[src/hw/rtl/sun_tracker_servo_controller_macros.svh]
// assertion macros for the sun tracker servo controller
// expects a clock named clock and an active-high reset named reset in scope
`ifndef SUN_TRACKER_SERVO_CONTROLLER_MACROS_SVH
`define SUN_TRACKER_SERVO_CONTROLLER_MACROS_SVH

// same-cycle implication, skipped while in reset
`define STTR_ASSERT_NOW(lbl, ante, cons, msg) \
   lbl: assert property (@(posedge clock) disable iff (reset) (ante) |-> (cons)) \
      else $error(msg);

// next-cycle implication, skipped while in reset
`define STTR_ASSERT_NEXT(lbl, ante, cons, msg) \
   lbl: assert property (@(posedge clock) disable iff (reset) (ante) |=> (cons)) \
      else $error(msg);

`endif

[src/hw/rtl/sttr_pkg.sv]
// shared types, constants and helpers for the sun tracker servo controller
// no dependencies
`default_nettype none

package sttr_pkg;

   // data widths
   localparam int SAMPLE_BITS = 12;
   localparam int PULSE_BITS  = 15;
   localparam int THR_BITS    = 11;
   localparam int STEP_BITS   = 8;
   localparam int CSR_IDX_BITS = 3;
   // product width of the deviation test: threshold * (a + b)
   localparam int PROD_BITS   = SAMPLE_BITS + THR_BITS + 1;
   // scale on the difference side of the deviation test
   localparam int DIFF_SCALE  = 2000;

   // register reset values
   localparam logic [THR_BITS-1:0]   THR_RESET    = THR_BITS'(151);
   localparam logic [PULSE_BITS-1:0] LOW_RESET    = PULSE_BITS'(500);
   localparam logic [PULSE_BITS-1:0] CENTER_RESET = PULSE_BITS'(1500);
   localparam logic [PULSE_BITS-1:0] HIGH_RESET   = PULSE_BITS'(2500);
   localparam logic [STEP_BITS-1:0]  STEP_RESET   = STEP_BITS'(10);

   // command codes
   localparam logic CMD_SAMPLE = 1'b0;
   localparam logic CMD_TICK   = 1'b1;

   // configuration register indexes
   typedef enum logic [CSR_IDX_BITS-1:0] {
      CSR_THRESHOLD = 3'd0,
      CSR_PULSE_LOW = 3'd1,
      CSR_PULSE_CTR = 3'd2,
      CSR_PULSE_HIGH = 3'd3,
      CSR_RAMP_STEP = 3'd4
   } csr_idx_type;

   // axis target codes
   typedef enum logic [1:0] {
      POS_CENTER = 2'd0,
      POS_LOW    = 2'd1,
      POS_HIGH   = 2'd2
   } pos_type;

   // configuration seen by both axes
   typedef struct packed {
      logic [THR_BITS-1:0]   threshold;
      logic [PULSE_BITS-1:0] pulse_low;
      logic [PULSE_BITS-1:0] pulse_center;
      logic [PULSE_BITS-1:0] pulse_high;
      logic [STEP_BITS-1:0]  ramp_step;
   } cfg_type;

   // per-axis status toward the top level
   typedef struct packed {
      logic [PULSE_BITS-1:0] cur_pulse;
      logic [1:0]            cur_pos;
      logic [PULSE_BITS-1:0] nxt_pulse;
      logic [1:0]            nxt_pos;
      logic                  at_target;
   } axis_stat_type;

   // pulse width that belongs to a target code
   function automatic logic [PULSE_BITS-1:0] target_pulse(input logic [1:0] pos,
                                                          input cfg_type cfg);
      logic [PULSE_BITS-1:0] res;
      unique case (pos)
         POS_LOW:  res = cfg.pulse_low;
         POS_HIGH: res = cfg.pulse_high;
         default:  res = cfg.pulse_center;
      endcase
      return res;
   endfunction

endpackage

`default_nettype wire

[src/hw/rtl/sttr_axis.sv]
// one servo axis: deviation test, target state and ramped pulse register
// depends on sttr_pkg
`default_nettype none

module sttr_axis
   import sttr_pkg::*;
(
   input  wire logic                   clock,
   input  wire logic                   reset,
   input  wire logic                   step_en,
   input  wire logic                   cmd,
   input  wire logic [SAMPLE_BITS-1:0] low_side,
   input  wire logic [SAMPLE_BITS-1:0] high_side,
   input  wire cfg_type                cfg,
   output axis_stat_type               stat
);

   logic [PULSE_BITS-1:0]  pulse_ff, pulse_in;
   logic [1:0]             pos_ff, pos_in;
   logic [SAMPLE_BITS-1:0] diff;
   logic [SAMPLE_BITS:0]   sum;
   logic [PROD_BITS-1:0]   lhs, rhs;
   logic                   pass;
   logic [1:0]             decided;
   logic [PULSE_BITS-1:0]  tgt_cur, tgt_nxt, step_ext, gap, ramped;

   // deviation test: 2000*|a-b| > threshold*(a+b)
   always_comb begin
      diff = (low_side > high_side) ? (low_side - high_side) : (high_side - low_side);
      sum  = {1'b0, low_side} + {1'b0, high_side};
      lhs  = PROD_BITS'(diff) * PROD_BITS'(DIFF_SCALE);
      rhs  = PROD_BITS'(cfg.threshold) * PROD_BITS'(sum);
      pass = lhs > rhs;
      priority if (pass && low_side > high_side) begin
         decided = POS_LOW;
      end else if (pass && low_side < high_side) begin
         decided = POS_HIGH;
      end else begin
         decided = POS_CENTER;
      end
   end

   // one ramp step toward the current target, clamped at the target
   always_comb begin
      tgt_cur  = target_pulse(pos_ff, cfg);
      step_ext = PULSE_BITS'(cfg.ramp_step);
      priority if (pulse_ff < tgt_cur) begin
         gap    = tgt_cur - pulse_ff;
         ramped = (gap > step_ext) ? PULSE_BITS'(pulse_ff + step_ext) : tgt_cur;
      end else if (pulse_ff > tgt_cur) begin
         gap    = pulse_ff - tgt_cur;
         ramped = (gap > step_ext) ? PULSE_BITS'(pulse_ff - step_ext) : tgt_cur;
      end else begin
         gap    = '0;
         ramped = pulse_ff;
      end
   end

   // sample transactions move the target, ticks move the pulse
   always_comb begin
      if (cmd == CMD_SAMPLE) begin
         pos_in   = decided;
         pulse_in = pulse_ff;
      end else begin
         pos_in   = pos_ff;
         pulse_in = ramped;
      end
      tgt_nxt = target_pulse(pos_in, cfg);
   end

   // axis state
   always_ff @(posedge clock) begin
      if (reset) begin
         pulse_ff <= CENTER_RESET;
         pos_ff   <= POS_CENTER;
      end else if (step_en) begin
         pulse_ff <= pulse_in;
         pos_ff   <= pos_in;
      end
   end

   assign stat.cur_pulse = pulse_ff;
   assign stat.cur_pos   = pos_ff;
   assign stat.nxt_pulse = pulse_in;
   assign stat.nxt_pos   = pos_in;
   assign stat.at_target = (pulse_in == tgt_nxt);

endmodule

`default_nettype wire

[src/hw/rtl/sun_tracker_servo_controller.sv]
// Two-axis light tracker servo controller. Every accepted transaction (sensor
// sample or ramp tick) produces exactly one result carrying both pulse widths,
// both axis targets and a moving flag, all taken after the transaction is
// applied. Throughput is one transaction per cycle while the receiver does not
// stall; each transaction passes the input register, then the result register,
// where its result becomes valid. The rate is set by the axis state update,
// which is combinational between the input register and
// the result register. At most two transactions are in flight; once both
// registers hold one, req_stall follows rsp_stall in the same cycle.
// Configuration writes are always accepted (csr_ready is tied high) and
// should only be issued while no transaction is in flight.
// depends on sttr_pkg, sttr_axis and sun_tracker_servo_controller_macros.svh
`default_nettype none
`include "sun_tracker_servo_controller_macros.svh"

module sun_tracker_servo_controller
   import sttr_pkg::*;
(
   input  wire logic                    clock,
   input  wire logic                    reset,
   // input channel
   input  wire logic                    req_valid,
   output logic                         req_stall,
   input  wire logic                    req_cmd,
   input  wire logic [SAMPLE_BITS-1:0]  req_left_sample,
   input  wire logic [SAMPLE_BITS-1:0]  req_right_sample,
   input  wire logic [SAMPLE_BITS-1:0]  req_upper_sample,
   input  wire logic [SAMPLE_BITS-1:0]  req_lower_sample,
   // result channel
   output logic                         rsp_valid,
   input  wire logic                    rsp_stall,
   output logic [PULSE_BITS-1:0]        rsp_horiz_pulse_out,
   output logic [PULSE_BITS-1:0]        rsp_vert_pulse_out,
   output logic [1:0]                   rsp_horiz_position,
   output logic [1:0]                   rsp_vert_position,
   output logic                         rsp_moving,
   // configuration write channel
   input  wire logic                    csr_valid,
   output logic                         csr_ready,
   input  wire logic [CSR_IDX_BITS-1:0] csr_index,
   input  wire logic [PULSE_BITS-1:0]   csr_wdata
);

   cfg_type               cfg_ff;
   logic                  in_valid_ff, in_valid_in;
   logic                  in_cmd_ff;
   logic [SAMPLE_BITS-1:0] in_left_ff, in_right_ff, in_upper_ff, in_lower_ff;
   logic                  out_valid_ff, out_valid_in;
   logic [PULSE_BITS-1:0] out_hpulse_ff, out_vpulse_ff;
   logic [1:0]            out_hpos_ff, out_vpos_ff;
   logic                  out_moving_ff;
   logic                  req_take, advance;
   axis_stat_type         h_stat, v_stat;

   // configuration registers
   assign csr_ready = 1'b1;

   always_ff @(posedge clock) begin
      if (reset) begin
         cfg_ff.threshold    <= THR_RESET;
         cfg_ff.pulse_low    <= LOW_RESET;
         cfg_ff.pulse_center <= CENTER_RESET;
         cfg_ff.pulse_high   <= HIGH_RESET;
         cfg_ff.ramp_step    <= STEP_RESET;
      end else if (csr_valid && csr_ready) begin
         unique case (csr_index)
            CSR_THRESHOLD:  cfg_ff.threshold    <= csr_wdata[THR_BITS-1:0];
            CSR_PULSE_LOW:  cfg_ff.pulse_low    <= csr_wdata;
            CSR_PULSE_CTR:  cfg_ff.pulse_center <= csr_wdata;
            CSR_PULSE_HIGH: cfg_ff.pulse_high   <= csr_wdata;
            CSR_RAMP_STEP:  cfg_ff.ramp_step    <= csr_wdata[STEP_BITS-1:0];
            default: ;
         endcase
      end
   end

   // handshake: the held transaction moves on when the result slot is empty or its result is being taken
   assign advance     = in_valid_ff && (!out_valid_ff || !rsp_stall);
   assign req_stall   = in_valid_ff && !advance;
   assign req_take    = req_valid && !req_stall;
   assign in_valid_in = req_take || (in_valid_ff && !advance);
   assign out_valid_in = advance || (out_valid_ff && rsp_stall);

   // input register
   always_ff @(posedge clock) begin
      if (reset) begin
         in_valid_ff <= 1'b0;
      end else begin
         in_valid_ff <= in_valid_in;
      end
      if (req_take) begin
         in_cmd_ff   <= req_cmd;
         in_left_ff  <= req_left_sample;
         in_right_ff <= req_right_sample;
         in_upper_ff <= req_upper_sample;
         in_lower_ff <= req_lower_sample;
      end
   end

   // horizontal axis: left is the low end, right the high end
   sttr_axis u_horiz (
      .clock     (clock),
      .reset     (reset),
      .step_en   (advance),
      .cmd       (in_cmd_ff),
      .low_side  (in_left_ff),
      .high_side (in_right_ff),
      .cfg       (cfg_ff),
      .stat      (h_stat)
   );

   // vertical axis: lower is the low end, upper the high end
   sttr_axis u_vert (
      .clock     (clock),
      .reset     (reset),
      .step_en   (advance),
      .cmd       (in_cmd_ff),
      .low_side  (in_lower_ff),
      .high_side (in_upper_ff),
      .cfg       (cfg_ff),
      .stat      (v_stat)
   );

   // result register
   always_ff @(posedge clock) begin
      if (reset) begin
         out_valid_ff <= 1'b0;
      end else begin
         out_valid_ff <= out_valid_in;
      end
      if (advance) begin
         out_hpulse_ff <= h_stat.nxt_pulse;
         out_vpulse_ff <= v_stat.nxt_pulse;
         out_hpos_ff   <= h_stat.nxt_pos;
         out_vpos_ff   <= v_stat.nxt_pos;
         out_moving_ff <= !(h_stat.at_target && v_stat.at_target);
      end
   end

   assign rsp_valid           = out_valid_ff;
   assign rsp_horiz_pulse_out = out_hpulse_ff;
   assign rsp_vert_pulse_out  = out_vpulse_ff;
   assign rsp_horiz_position  = out_hpos_ff;
   assign rsp_vert_position   = out_vpos_ff;
   assign rsp_moving          = out_moving_ff;

   // a sample transaction never moves the pulses
   `STTR_ASSERT_NEXT(a_sample_holds_pulse, advance && in_cmd_ff == CMD_SAMPLE, rsp_horiz_pulse_out == $past(h_stat.cur_pulse) && rsp_vert_pulse_out == $past(v_stat.cur_pulse), "sample transaction moved a pulse")
   // a tick never changes the targets
   `STTR_ASSERT_NEXT(a_tick_holds_pos, advance && in_cmd_ff == CMD_TICK, rsp_horiz_position == $past(h_stat.cur_pos) && rsp_vert_position == $past(v_stat.cur_pos), "tick changed a target")
   // back-pressure only while a transaction is held and the result slot is busy
   `STTR_ASSERT_NOW(a_stall_cause, req_stall, in_valid_ff && out_valid_ff && rsp_stall, "input stalled without a full pipeline")

endmodule

`default_nettype wire

[config.mk]
export PLATFORM = sky130hd
export DESIGN_NAME = sun_tracker_servo_controller
export DESIGN_NICKNAME = d
export VERILOG_FILES = /design/src/hw/rtl/sttr_pkg.sv /design/src/hw/rtl/sttr_axis.sv /design/src/hw/rtl/sun_tracker_servo_controller.sv
export VERILOG_INCLUDE_DIRS = /design/src /design/src/hw/rtl
export SDC_FILE = /design/constraint.sdc
export NUM_CORES = 2
export LEC_CHECK = 0
export BUFFER_PORTS_ARGS = -buffer_cell sky130_fd_sc_hd__buf_2
export CORE_ASPECT_RATIO = 0.75
export CORE_MARGIN = 2
export CORE_UTILIZATION = 45
export DETAILED_ROUTE_END_ITERATION = 10
export GPL_ROUTABILITY_DRIVEN = 0
export PLACE_DENSITY_LB_ADDON = 0.15
export SETUP_SLACK_MARGIN = 0.02
export SLEW_MARGIN = 40
export SYNTH_ARGS = -nofsm -noshare
export SYNTH_HDL_FRONTEND = slang
export SYNTH_SLANG_ARGS = --single-unit
[constraint.sdc]
create_clock -name clock -period 29.2 [get_ports clock]
set_clock_uncertainty 0.1 [all_clocks]
set_input_delay 1.46 -clock clock [delete_from_list [all_inputs] [get_ports clock]]
set_output_delay 1.46 -clock clock [all_outputs]
set_load 0.05 [all_outputs]
==> results.md <==
- Die Height: 236.9 µm
- Total GRT Usage: 27.70%
- Per-cell routed wire length: 20.80 µm
- Minimum clock period: 15.54 ns
- Number of max-cap violations: 0
- Setup violation total in the final timing report: 0
- Row count: 85
- Final Non-Filler Cells: 4957
- Number of distinct library cells after synthesis: 94
- Setup repair bufs after CTS: 0
- Area enclosed by the die boundary: 74510 µm²
- Placed Instances: 4921
- Required time at the endpoint of the critical path: 29.33 ns
- Total number of nets in the final design: 4781
- Dominant cell type by area after synthesis: sky130_fd_sc_hd__fa_1
- Crit end category: flip-flop
- Via count: 28640
- Post-detailed-routing wire length: 103100 µm
- Net Count, Synth: 4785
- Post-synth top flop: sky130_fd_sc_hd__dfxtp_1
- Top fanout value on the critical path: 21
- Buffer levels on the longest clock path: 2
- Status: finished, final reports clean
- CTS root buf: sky130_fd_sc_hd__clkbuf_16
- Port Buf Inserts: 108
- Total area of sequential cells: 4531 µm²
- Depth of the worst register-to-register path: 58
- Most instantiated library cell after synthesis: sky130_fd_sc_hd__inv_1
- Count of final hold-check violations: 0
- Number of global-route vias before repair: 27180
- Slowest stage delay, CP: 0.84 ns
- Post-route cell area: 34640 µm²
- Effective utilization at floorplan: 45.40%
- Fraction of layout instances using a drive strength above 1: 6.406%
- Count of hold buffers inserted by post-cts repair: 0
- Pin count of the biggest net entering global routing: 78
- Netlist Area Pre-Place: 32540 µm²
- Kind of start point of the critical path: flip-flop
- Async set-reset flop share out of synthesis: 0%
- Worst setup path class: reg2reg
- Arrival time at the worst endpoint: 15.67 ns
- Cells after Synth: 3987
- Pre-Repair DR Iteration Count: 8
- Fill cell instance count of the final layout: 7069
- WHS: 0.3992 ns
- Type of the worst min-delay path: reg2reg
- Number of H-tree levels: 4
- Number of remaining DRC errors: 0
- Multi-input logic area: 25360 µm²
- Placement-stage cell area: 34000 µm²
- Top post-synthesis cells by area: sky130_fd_sc_hd__fa_1 (17%), sky130_fd_sc_hd__ha_1 (17%), sky130_fd_sc_hd__edfxtp_1 (7.8%), sky130_fd_sc_hd__dfxtp_1 (6.2%), sky130_fd_sc_hd__inv_1 (6.1%)
- Congestion Overflow GR: 0
- Layout Area Growth over Synthesis: 6.448%
- Proportion of netlist area held by the largest area contributor: 17.22%
- Iter 0 DRT Violations: 3017
- Initial antenna violation count: 14
- Part of the Yosys area used for sequential elements: 13.90%
- Max-slew violations: 0
- Ports placed on the boundary: 110
- CTS Sinks: 184
- Reg-to-Reg End: rsp_moving$_DFFE_PP_
- Die Wd: 314.5 µm
- Most Frequent Cell on Critical Path: sky130_fd_sc_hd__o21ai_0
- Post-synth EDFFs: 84
- Number of register bits inferred by synthesis: 184
- Average cell area after synthesis: 8.162 µm²
- Top achievable clock speed: 64.34 MHz
- Total CTS buffers: 17
- Detail-routed via count per cell: 5.778
- Slew @ Worst Pin: 0.9658 ns
- Total negative slack: 0 ns
- Worst setup path endpoint: rsp_moving$_DFFE_PP_
- Quantity of gates resized following cts: 0
- Final worst-path cycle share: 53.23%
- CTS tree: yes
- Floorplan Core Area: 71680 µm²
- Count of synthesis-stage warnings from yosys: 0
- Number of routed nets with antenna violations: 0
- Commonest cells post-synth: sky130_fd_sc_hd__inv_1 (528), sky130_fd_sc_hd__ha_1 (446), sky130_fd_sc_hd__nand2_1 (378)
- Post-CTS clock slew at the launch and capture registers of the worst setup and hold paths: 0.10 ns
- Worst setup startpoint: in_lower_ff[0]$_DFFE_PP_
- Placed wire-length estimate: 82340 µm
- RSZ-0062 raised after global routing: no
- Max-slew headroom: 34.93%
- Cell with the biggest individual delay on the critical path: sky130_fd_sc_hd__ha_1
- Global-route wire length before repair: 162500 µm
- Source-to-sink clock delay at the later pin of the worst-skew pair: 0.48 ns
- Flop2flop setup slack: 13.66 ns
- Startpoint of the most critical register-to-register path: in_lower_ff[0]$_DFFE_PP_
==> area by class of cell <==
type                       count  area share (%)
timing repair buffer         159           2.673
clock buffer                  17           1.228
inverter                     533           5.779
clock inverter                15          0.5454
multi-input combinational   3088           73.21
tap                          957           3.457
antenna                        4         0.02890
sequential                   184           13.08
==> kinds of logic after synthesis <==
family	share of synthesized area (%)
and+or+nand+nor	17.58
buffers and inverters	8.478
adders and majority gates	34.40
DFF	13.90
muxes	1.326
other	0.01152
AOI/OAI and AO/OA	18.97
xor gates and xnor gates	5.329
==> critical path, delay by kind of cell, from the launching register on <==
kind	cells	cell delay (ns)
XOR/XNOR	3	0.95
AO/OA/AOI/OAI	28	5.87
buffers and inverters	5	0.77
flip-flops	1	0.43
adder cells (fa/ha/maj)	9	3.75
AND/OR/NAND/NOR	13	3.41
==> through the flow <==
stage          utilization, %  setup WS, ns
4_1_cts                 48.29         13.92
3_5_place_dp            47.43         13.96
6_report                48.33         13.66
2_1_floorplan               -         16.69
3_3_place_gp            47.33         14.46
5_1_grt                 48.31         12.66
==> metal layers <==
layer  track usage, %  part of all wire (%)  up-vias
met5                0                  0.15        -
li1                 -                     -    13510
met4            4.358                   1.6       22
met1            43.59                    49    13730
met3            8.592                    11      143
met2            36.68                    38     1240
==> sequential cells by signal, indices dropped and copies added (netlist names), 12 cells and up <==
register             flops
cfg_ff                  64
in_left_ff              12
in_lower_ff             12
in_right_ff             12
in_upper_ff             12
rsp_horiz_pulse_out     15
rsp_vert_pulse_out      15
u_horiz.pulse_ff        15
u_vert.pulse_ff         15
==> layout by cell type, fill, tap and decap left out, types with 107 or more instances in the layout <==
cell type	instances
sky130_fd_sc_hd__inv_1	527
sky130_fd_sc_hd__fa_1	280
sky130_fd_sc_hd__nand2_1	378
sky130_fd_sc_hd__a21oi_1	299
sky130_fd_sc_hd__xnor2_1	143
sky130_fd_sc_hd__nor2_1	240
sky130_fd_sc_hd__and2_1	114
sky130_fd_sc_hd__o21ai_0	187
sky130_fd_sc_hd__ha_1	445
sky130_fd_sc_hd__buf_2	107
==> worst min path at each step <==
stage                            from              endpoint  cells past startpoint
2_1_floorplan  in_valid_ff$_SDFF_PP0_  rsp_valid$_SDFF_PP0_                      2
3_3_place_gp   in_valid_ff$_SDFF_PP0_  rsp_valid$_SDFF_PP0_                      2
3_5_place_dp   in_valid_ff$_SDFF_PP0_  rsp_valid$_SDFF_PP0_                      2
4_1_cts        in_valid_ff$_SDFF_PP0_  rsp_valid$_SDFF_PP0_                      2
5_1_grt        in_valid_ff$_SDFF_PP0_  rsp_valid$_SDFF_PP0_                      2
6_report       in_valid_ff$_SDFF_PP0_  rsp_valid$_SDFF_PP0_                      2
Power is not shown: default switching activity piles up to over one toggle a cycle in this logic, so the estimate is an artifact.
